**config.mk**
```make
export PLATFORM = sky130hd
export DESIGN_NAME = shared_store_multi_stack
export DESIGN_NICKNAME = d
export VERILOG_FILES = /design/src/rtl/mss_pkg.sv /design/src/rtl/mss_ram.sv /design/src/rtl/mss_ctrl.sv /design/src/rtl/mss_outq.sv /design/src/rtl/shared_store_multi_stack.sv
export VERILOG_INCLUDE_DIRS = /design/src /design/src/rtl
export SDC_FILE = /design/constraint.sdc
export NUM_CORES = 2
export LEC_CHECK = 0
export BUFFER_PORTS_ARGS = -buffer_cell sky130_fd_sc_hd__buf_4
export CELL_PAD_IN_SITES_DETAIL_PLACEMENT = 1
export CELL_PAD_IN_SITES_GLOBAL_PLACEMENT = 1
export CORE_ASPECT_RATIO = 0.9
export CORE_MARGIN = 5
export CORE_UTILIZATION = 58
export CTS_CLUSTER_DIAMETER = 40
export DETAILED_ROUTE_END_ITERATION = 8
export PLACE_DENSITY_LB_ADDON = 0.1
export SLEW_MARGIN = 20
export SYNTH_ARGS = -nofsm -noshare
export SYNTH_HDL_FRONTEND = slang
export SYNTH_SLANG_ARGS = --single-unit
```
**constraint.sdc**
```tcl
create_clock -name clk -period 7.6 [get_ports clk]
set_input_delay 1.14 -clock clk [delete_from_list [all_inputs] [get_ports clk]]
set_output_delay 1.14 -clock clk [all_outputs]
set_load 0.02 [all_outputs]
```
**src/rtl/assert_macros.svh**
```systemverilog
// Assertion macros shared by the RTL modules
`ifndef ASSERT_MACROS_SVH
`define ASSERT_MACROS_SVH

// Same-cycle implication, sampled on clk, off during reset
`define ASSERT_IMPL(lbl, ante, cons) \
    lbl: assert property (@(posedge clk) disable iff (!rst_n) (ante) |-> (cons)) \
        else $error("assertion failed");

// Next-cycle implication, sampled on clk, off during reset
`define ASSERT_NEXT(lbl, ante, cons) \
    lbl: assert property (@(posedge clk) disable iff (!rst_n) (ante) |=> (cons)) \
        else $error("assertion failed");

`endif

```
**src/rtl/mss_pkg.sv**
```systemverilog
// Types and constants of the shared-store multi-stack
`timescale 1ns / 1ps
package mss_pkg;

    localparam int STACK_ID_W = 2;
    localparam int VALUE_W    = 32;
    localparam int STATUS_W   = 2;

    localparam logic ACT_PUSH = 1'b0;
    localparam logic ACT_POP  = 1'b1;

    localparam logic [STATUS_W-1:0] STATUS_DONE  = 2'd0;
    localparam logic [STATUS_W-1:0] STATUS_FULL  = 2'd1;
    localparam logic [STATUS_W-1:0] STATUS_EMPTY = 2'd2;

    localparam logic signed [VALUE_W-1:0] EMPTY_POP_VALUE = -32'sd1;
    localparam logic signed [VALUE_W-1:0] PUSH_RSP_VALUE  = 32'sd0;

    typedef struct packed {
        logic                        action;
        logic [STACK_ID_W-1:0]       stack_id;
        logic signed [VALUE_W-1:0]   push_value;
    } in_item_t;

    typedef struct packed {
        logic [STATUS_W-1:0]         status;
        logic signed [VALUE_W-1:0]   pop_value;
    } out_item_t;

    typedef struct packed {
        logic                        valid;
        out_item_t                   item;
    } res_t;

endpackage

```
**src/rtl/mss_ram.sv**
```systemverilog
// Generic single-write, single-read RAM with registered read data
`timescale 1ns / 1ps
module mss_ram #(
    parameter int WIDTH = 32,
    parameter int DEPTH = 64
) (
    input  logic                                  clk,
    input  logic                                  we,
    input  logic [(DEPTH > 1 ? $clog2(DEPTH) : 1)-1:0] waddr,
    input  logic [WIDTH-1:0]                      wdata,
    input  logic                                  re,
    input  logic [(DEPTH > 1 ? $clog2(DEPTH) : 1)-1:0] raddr,
    output logic [WIDTH-1:0]                      rdata
);

    logic [WIDTH-1:0] mem [DEPTH];

    always_ff @(posedge clk)
    begin
        if (we)
        begin
            mem[waddr] <= wdata;
        end
        if (re)
        begin
            rdata <= mem[raddr];
        end
    end

endmodule

```
**src/rtl/mss_ctrl.sv**
```systemverilog
// Pointer control: stack tops, free-list head, fill count and link/value access
`timescale 1ns / 1ps
`include "assert_macros.svh"
module mss_ctrl import mss_pkg::*; #(
    parameter int NUM_STACKS = 4,
    parameter int CAPACITY   = 64
) (
    input  logic                             clk,
    input  logic                             rst_n,
    input  logic                             req_valid,
    output logic                             req_ready,
    input  in_item_t                         req,
    input  logic                             room,
    output logic                             mem_re,
    output logic [$clog2(CAPACITY)-1:0]      mem_raddr,
    output logic [$clog2(CAPACITY)-1:0]      mem_waddr,
    output logic                             link_we,
    output logic [$clog2(CAPACITY+1)-1:0]    link_wdata,
    input  logic [$clog2(CAPACITY+1)-1:0]    link_rdata,
    output logic                             val_we,
    output logic [VALUE_W-1:0]               val_wdata,
    input  logic [VALUE_W-1:0]               val_rdata,
    output res_t                             res
);

    localparam int ID_SPAN = 1 << STACK_ID_W;
    localparam int TOPS    = (NUM_STACKS < ID_SPAN) ? NUM_STACKS : ID_SPAN;
    localparam int TW      = (TOPS > 1) ? $clog2(TOPS) : 1;
    localparam int AW      = $clog2(CAPACITY);
    localparam int PTR_W   = $clog2(CAPACITY + 1);
    localparam logic [PTR_W-1:0] NULL_PTR  = PTR_W'(CAPACITY);
    localparam logic [PTR_W-1:0] LAST_SLOT = PTR_W'(CAPACITY - 1);

    typedef enum logic [1:0] {
        ST_IDLE = 2'b01,
        ST_EXEC = 2'b10
    } state_t;

    state_t                    state_reg, state_next;
    logic [PTR_W-1:0]          free_head_reg, free_head_next;
    logic [PTR_W-1:0]          fill_reg, fill_next;
    logic [PTR_W-1:0]          top_reg [TOPS];
    logic [PTR_W-1:0]          top_next [TOPS];
    logic                      act_reg;
    logic [TW-1:0]             tidx_reg;
    logic [PTR_W-1:0]          slot_reg;
    logic                      ok_reg;
    logic [VALUE_W-1:0]        val_reg;

    logic                      req_fire;
    logic                      id_ok;
    logic [TW-1:0]             tidx;
    logic [PTR_W-1:0]          slot_sel;
    logic                      fresh;
    logic [PTR_W-1:0]          seq_link;
    logic [PTR_W-1:0]          raw_link;
    logic [PTR_W-1:0]          next_link;

    assign req_ready = (state_reg == ST_IDLE) && room;
    assign req_fire  = req_valid && req_ready;

    assign id_ok    = int'(req.stack_id) < TOPS;
    assign tidx     = id_ok ? TW'(req.stack_id) : '0;
    assign slot_sel = (req.action == ACT_PUSH) ? free_head_reg : top_reg[tidx];

    assign mem_re    = req_fire;
    assign mem_raddr = slot_sel[AW-1:0];
    assign mem_waddr = slot_reg[AW-1:0];

    // slots at or above the fill count were never written; their link is the next slot in sequence
    assign fresh     = slot_reg >= fill_reg;
    assign seq_link  = (slot_reg == LAST_SLOT) ? NULL_PTR : slot_reg + PTR_W'(1);
    assign raw_link  = fresh ? seq_link : link_rdata;
    assign next_link = (raw_link >= NULL_PTR) ? NULL_PTR : raw_link;

    always_comb
    begin
        state_next     = state_reg;
        free_head_next = free_head_reg;
        fill_next      = fill_reg;
        top_next       = top_reg;
        link_we        = 1'b0;
        link_wdata     = free_head_reg;
        val_we         = 1'b0;
        val_wdata      = val_reg;
        res.valid      = 1'b0;
        res.item       = '{status: STATUS_DONE, pop_value: PUSH_RSP_VALUE};

        unique case (state_reg)
            ST_IDLE:
            begin
                if (req_fire)
                begin
                    state_next = ST_EXEC;
                end
            end
            ST_EXEC:
            begin
                state_next = ST_IDLE;
                res.valid  = 1'b1;
                if (act_reg == ACT_PUSH)
                begin
                    if (ok_reg)
                    begin
                        free_head_next   = next_link;
                        top_next[tidx_reg] = slot_reg;
                        link_we          = 1'b1;
                        link_wdata       = top_reg[tidx_reg];
                        val_we           = 1'b1;
                        if (fresh)
                        begin
                            fill_next = fill_reg + PTR_W'(1);
                        end
                    end
                    else
                    begin
                        res.item.status = STATUS_FULL;
                    end
                end
                else
                begin
                    if (ok_reg)
                    begin
                        top_next[tidx_reg] = next_link;
                        link_we          = 1'b1;
                        link_wdata       = free_head_reg;
                        free_head_next   = slot_reg;
                        res.item.pop_value = val_rdata;
                    end
                    else
                    begin
                        res.item.status    = STATUS_EMPTY;
                        res.item.pop_value = EMPTY_POP_VALUE;
                    end
                end
            end
            default:
            begin
                state_next = ST_IDLE;
            end
        endcase
    end

    always_ff @(posedge clk or negedge rst_n)
    begin
        if (!rst_n)
        begin
            state_reg     <= ST_IDLE;
            free_head_reg <= '0;
            fill_reg      <= '0;
            for (int i = 0; i < TOPS; i++)
            begin
                top_reg[i] <= NULL_PTR;
            end
        end
        else
        begin
            state_reg     <= state_next;
            free_head_reg <= free_head_next;
            fill_reg      <= fill_next;
            top_reg       <= top_next;
        end
    end

    always_ff @(posedge clk)
    begin
        if (req_fire)
        begin
            act_reg  <= req.action;
            tidx_reg <= tidx;
            slot_reg <= slot_sel;
            ok_reg   <= id_ok && (slot_sel < NULL_PTR);
            val_reg  <= req.push_value;
        end
    end

    `ASSERT_NEXT(a_exec_after_accept, req_fire, state_reg == ST_EXEC)
    `ASSERT_IMPL(a_fill_in_range, 1'b1, fill_reg <= NULL_PTR)
    `ASSERT_IMPL(a_head_in_range, 1'b1, free_head_reg <= NULL_PTR)
    `ASSERT_IMPL(a_fresh_is_fill, (state_reg == ST_EXEC) && ok_reg && fresh, (act_reg == ACT_PUSH) && (slot_reg == fill_reg))

endmodule

```
**src/rtl/mss_outq.sv**
```systemverilog
// Result output register with one hold stage behind it
`timescale 1ns / 1ps
`include "assert_macros.svh"
module mss_outq import mss_pkg::*; (
    input  logic      clk,
    input  logic      rst_n,
    input  res_t      res,
    output logic      room,
    output logic      rsp_valid,
    input  logic      rsp_ready,
    output out_item_t rsp
);

    logic      out_valid_reg, out_valid_next;
    out_item_t out_data_reg, out_data_next;
    logic      hold_valid_reg, hold_valid_next;
    out_item_t hold_data_reg, hold_data_next;
    logic      out_free;

    assign out_free  = !out_valid_reg || rsp_ready;
    assign room      = !hold_valid_reg;
    assign rsp_valid = out_valid_reg;
    assign rsp       = out_data_reg;

    always_comb
    begin
        out_valid_next  = out_valid_reg;
        out_data_next   = out_data_reg;
        hold_valid_next = hold_valid_reg;
        hold_data_next  = hold_data_reg;
        priority if (out_free && hold_valid_reg)
        begin
            out_valid_next  = 1'b1;
            out_data_next   = hold_data_reg;
            hold_valid_next = res.valid;
            hold_data_next  = res.item;
        end
        else if (out_free)
        begin
            out_valid_next = res.valid;
            out_data_next  = res.item;
        end
        else if (res.valid)
        begin
            hold_valid_next = 1'b1;
            hold_data_next  = res.item;
        end
    end

    always_ff @(posedge clk or negedge rst_n)
    begin
        if (!rst_n)
        begin
            out_valid_reg  <= 1'b0;
            hold_valid_reg <= 1'b0;
        end
        else
        begin
            out_valid_reg  <= out_valid_next;
            hold_valid_reg <= hold_valid_next;
        end
    end

    always_ff @(posedge clk)
    begin
        out_data_reg  <= out_data_next;
        hold_data_reg <= hold_data_next;
    end

    `ASSERT_IMPL(a_hold_behind_out, hold_valid_reg, out_valid_reg)
    `ASSERT_IMPL(a_no_overrun, res.valid, !hold_valid_reg)

endmodule

```
**src/rtl/shared_store_multi_stack.sv**
```systemverilog
// Several LIFO stacks sharing one value store, linked through a free list
// Request channel (req_valid/req_ready/req): action, stack_id, push_value.
// Response channel (rsp_valid/rsp_ready/rsp): status, pop_value; one per request.
// A request transfer reads the link and value memories at the free-list head
// (push) or the addressed stack top (pop); the next cycle writes the link (and, on a
// push, the value) back and updates the head, the top and, on a push, the fill count.
// The response is built in the execute state and registered in the output
// register, or parked in the hold stage while the output is stalled. A new
// request is taken only after the read-then-write on the link memory.
// Reset: all stacks empty, free list runs slot 0 to CAPACITY-1. Never-used
// slots are tracked by a fill count, so no clearing pass is needed and the
// block takes requests right after reset.
// Stall: a finished response waits in the output register; one more request
// is taken and its response parked in a hold stage, then req_ready drops
// until the receiver drains the output.
`timescale 1ns / 1ps
module shared_store_multi_stack import mss_pkg::*; #(
    parameter int NUM_STACKS = 4,
    parameter int CAPACITY   = 64
) (
    input  logic      clk,
    input  logic      rst_n,
    input  logic      req_valid,
    output logic      req_ready,
    input  in_item_t  req,
    output logic      rsp_valid,
    input  logic      rsp_ready,
    output out_item_t rsp
);

    localparam int AW    = $clog2(CAPACITY);
    localparam int PTR_W = $clog2(CAPACITY + 1);

    logic              room;
    logic              mem_re;
    logic [AW-1:0]     mem_raddr;
    logic [AW-1:0]     mem_waddr;
    logic              link_we;
    logic [PTR_W-1:0]  link_wdata;
    logic [PTR_W-1:0]  link_rdata;
    logic              val_we;
    logic [VALUE_W-1:0] val_wdata;
    logic [VALUE_W-1:0] val_rdata;
    res_t              res;

    mss_ram #(
        .WIDTH (PTR_W),
        .DEPTH (CAPACITY)
    ) u_link_ram (
        .clk   (clk),
        .we    (link_we),
        .waddr (mem_waddr),
        .wdata (link_wdata),
        .re    (mem_re),
        .raddr (mem_raddr),
        .rdata (link_rdata)
    );

    mss_ram #(
        .WIDTH (VALUE_W),
        .DEPTH (CAPACITY)
    ) u_value_ram (
        .clk   (clk),
        .we    (val_we),
        .waddr (mem_waddr),
        .wdata (val_wdata),
        .re    (mem_re),
        .raddr (mem_raddr),
        .rdata (val_rdata)
    );

    mss_ctrl #(
        .NUM_STACKS (NUM_STACKS),
        .CAPACITY   (CAPACITY)
    ) u_ctrl (
        .clk        (clk),
        .rst_n      (rst_n),
        .req_valid  (req_valid),
        .req_ready  (req_ready),
        .req        (req),
        .room       (room),
        .mem_re     (mem_re),
        .mem_raddr  (mem_raddr),
        .mem_waddr  (mem_waddr),
        .link_we    (link_we),
        .link_wdata (link_wdata),
        .link_rdata (link_rdata),
        .val_we     (val_we),
        .val_wdata  (val_wdata),
        .val_rdata  (val_rdata),
        .res        (res)
    );

    mss_outq u_outq (
        .clk       (clk),
        .rst_n     (rst_n),
        .res       (res),
        .room      (room),
        .rsp_valid (rsp_valid),
        .rsp_ready (rsp_ready),
        .rsp       (rsp)
    );

endmodule

```
==> run_results.csv <==
group,metric,value,unit
synthesis,ys_seq_elements,2692,
route,dr_wl_met2,162200,um
floorplan,core,180200,um^2
sta,rsz0062_at_grt,"no",
power,peakVddDrop,0.3199,mV
clock_tree,cts_tree,"done",
global_route,grt.overflow.total,0,
clock_tree,h-tree-depth,5,
route,topRoutingLayerUsed,"met5",
outcome,status,"complete, no violations",
route,dr.first_iter.drc_count,11393,
global_route,grt_max_degree,139,
clock_tree,clkSinkCount,2692,
cells_and_area,layout_common_cells,"2646 x edfxtp_1, 1364 x nand2_1, 603 x a21oi_1, 401 x mux2i_1, 344 x clkbuf_16",
synthesis,syn_area,104700,um^2
synthesis,syn_nets,7097,
synthesis,synth_edf_count,2646,
worst_setup_path,cp_max_fo,106,
power,p_seq_share,40.9,%
route,num_vias,69520,
clock_tree,insertion_delay,950,ps
sta,max_freq,205.4,MHz
synthesis,synthArstFlopShare,1.709,%
placed_design,gp_congestion,0.8818,
clock_tree,post-cts-setup-buffers,0,
worst_setup_path,r2r_setup_slack,2840,ps
cells_and_area,largest_register,"u_value_ram.mem",
clock_tree,cts_inserted_buffers,336,
synthesis,ys_seq_area_share,76.99,%
worst_setup_path,critical_path_class,"input pin to register",
clock_tree,clock-root-buffer,"clkbuf_16",
flow_run,maxCapViolCount,0,
synthesis,syn_inst,7049,
sta,max_slew_margin,20.26,%
clock_tree,ctsHoldBuffers,0,
route,drc_errors,0,
clock_tree,path_clk_slew,60,ps
floorplan,num_rows,148,
synthesis,yosysTopAreaCell,"edfxtp_1",
route,wl_met3,51210,um
worst_setup_path,required,8280,ps
floorplan,die_area,189100,um^2
cells_and_area,finalNetCount,7240,
synthesis,synth.area.top_cells,"edfxtp_1 76%, nand2_1 4.9%, mux2i_1 3.8%",
synthesis,syn_avg_cell_area,14.85,um^2
global_route,antenna_found_initial,32,
floorplan,die_h,413.1,um
synthesis,ys.flop_type,"edfxtp_1",
power,p_sw_share,32.12,%
sta,layout_worst_path_cycle_share,64.07,%
worst_setup_path,cp-start-kind,"input pin",
synthesis,ys_types,55,
route,firstDrtPassIters,6,
clock_tree,cts.path.max_buffers,4,
sta,fin_ws,2731,ps
power,p_leak,0.03891,uW
power,clockPowerShare,37.7,%
sta,period_minus_slack,4869,ps
sta,finalSetupViolations,0,
sta,hold_violations,0,
synthesis,synth_top_area_share,75.89,%
synthesis,yosys_warnings,0,
cells_and_area,areaGrowthSynthToFinish,14.49,%
cells_and_area,stdcell_count,9842,
cells_and_area,largest_register_ffs,2048,
route,met1_length,132500,um
floorplan,ios,75,
power,internal_power,28770,uW
placed_design,dp_slack,2016,ps
route,wl_per_cell,37.15,um
route,ant_nets,0,
sta,worst_clock_skew,74.81,ps
floorplan,floorplan.initialDensity,58.11,%
cells_and_area,final_common_cell,"edfxtp_1",
worst_setup_path,crit_path_end_kind,"register",
cells_and_area,largestRegisters,"u_value_ram.mem: 2048 flops, u_link_ram.mem: 448 flops",
placed_design,post-place-cells,9254,
floorplan,die_w,457.9,um
global_route,gr-usage-all-layers,38.16,%
cells_and_area,drive_gt1_share,13.11,%
cells_and_area,fin_util,66.53,%
sta,setup-tns-final,0,ps
sta,finalMaxSlewViolations,0,
cells_and_area,fillers,15826,
global_route,grt_pass1_vias,70871,
placed_design,hpwl,198200,um
route,routed_wirelength,365700,um
global_route,grt_pass1_wl,516300,um
clock_tree,cts-resized-gates,0,
power,p_switching,13610,uW
power,combPwrFrac,21.3,%
hold_path,hp-class,"input pin to async pin",
placed_design,portBuffers,74,
route,viasPerCell,7.064,
power,cellPowerDensity,353.6,nW/um^2
worst_setup_path,cp_data_arrival_time,5550,ps
sta,worst_pin_slew,1196,ps
area by class of cell:
cell class              count  area, um^2  share of cell area [%]
clock inverters           201        2256                   1.882
diodes                     10       25.02                 0.02087
inverters                  23       112.6                 0.09394
flip-flops and latches   2692       80610                   67.25
multi-input cells        3854       22720                   18.95
clock buffers             377        8732                   7.284
repair buffers            285        2415                   2.014
well taps                2400        3003                   2.505
power by group through the flow:
stage          logic (uW)  clock network [uW]  registers, uW
2_1_floorplan        4690                   0          17500
3_3_place_gp         8270                   0          17600
3_5_place_dp         8560                   0          17600
4_1_cts              8740               16000          17300
5_1_grt              9290               16800          17300
6_report             9050               16000          17300
final timing paths:
check	start	endpoint	depth (start not counted)
worst max-delay path	req[34]	u_value_ram.rdata[19]	9
worst min-delay path	rst_n	u_ctrl.top_reg[1]	1
worst max register to register	u_ctrl.top_reg[0]	u_value_ram.rdata[19]	8
worst min register to register	u_ctrl.fill_reg[6]	u_ctrl.fill_reg[6]	1
max in group asynchronous	rst_n	u_ctrl.free_head_reg[2]	1
min in group clk	req[3]	u_ctrl.val_wdata[3]	1
layer usage:
layer  track usage (%)  up-vias
met5                 0        -
met4             17.59       18
li1                  -    27397
met3             12.91     1151
met2             56.84     5366
met1             51.29    35588
worst max-delay path: stages:
cell and delay [ps]:
buf_4 180, and2_1 230, a221o_4 680, inv_8 700, buf_12 390, a221oi_1 210
a31oi_1 760, a21oi_1 380, or4_1 560
synthesized netlist by cell type (all sizes together), types with 4 or more instances:
library cell,instances
o21a,33
dfstp,5
a21o,6
edfxtp,2646
buf,129
nor3,170
mux2i,401
o2111ai,79
mux2,61
xnor2,6
clkbuf,351
nand2,1368
clkinv,4
ha,9
nand3,285
a21oi,604
or3,12
nand4,11
dfrtp,41
o21ai,26
nor2,144
a221oi,139
mux4,11
or2,4
a31oi,251
nand2b,9
a22oi,19
or4,41
a32oi,131
nor2b,9
inv,19
per-stage QoR:
| step | instance area (um^2) | hold slack [ps] | power (uW) |
|---|---|---|---|
| after floorplan | 104700 | 445.5 | 22210 |
| after global placement | 108800 | 466.3 | 25860 |
| after detailed placement | 108900 | 471.4 | 26160 |
| after CTS | 119800 | 216.8 | 42080 |
| after global routing | 119900 | 270.3 | 43420 |
| final | 119900 | 241.8 | 42380 |
cells by family after synthesis:
group | Yosys count | synth area share [%]
buffers and inverters | 503 | 1.895
adders and majority gates | 9 | 0.1075
xor gates and xnor gates | 9 | 0.07529
and+or+nand+nor | 2063 | 8.238
DFF | 2692 | 76.99
muxes | 473 | 4.730
AOI/OAI and AO/OA | 1300 | 7.963
Note: power is estimated with default switching activity, not from simulation.
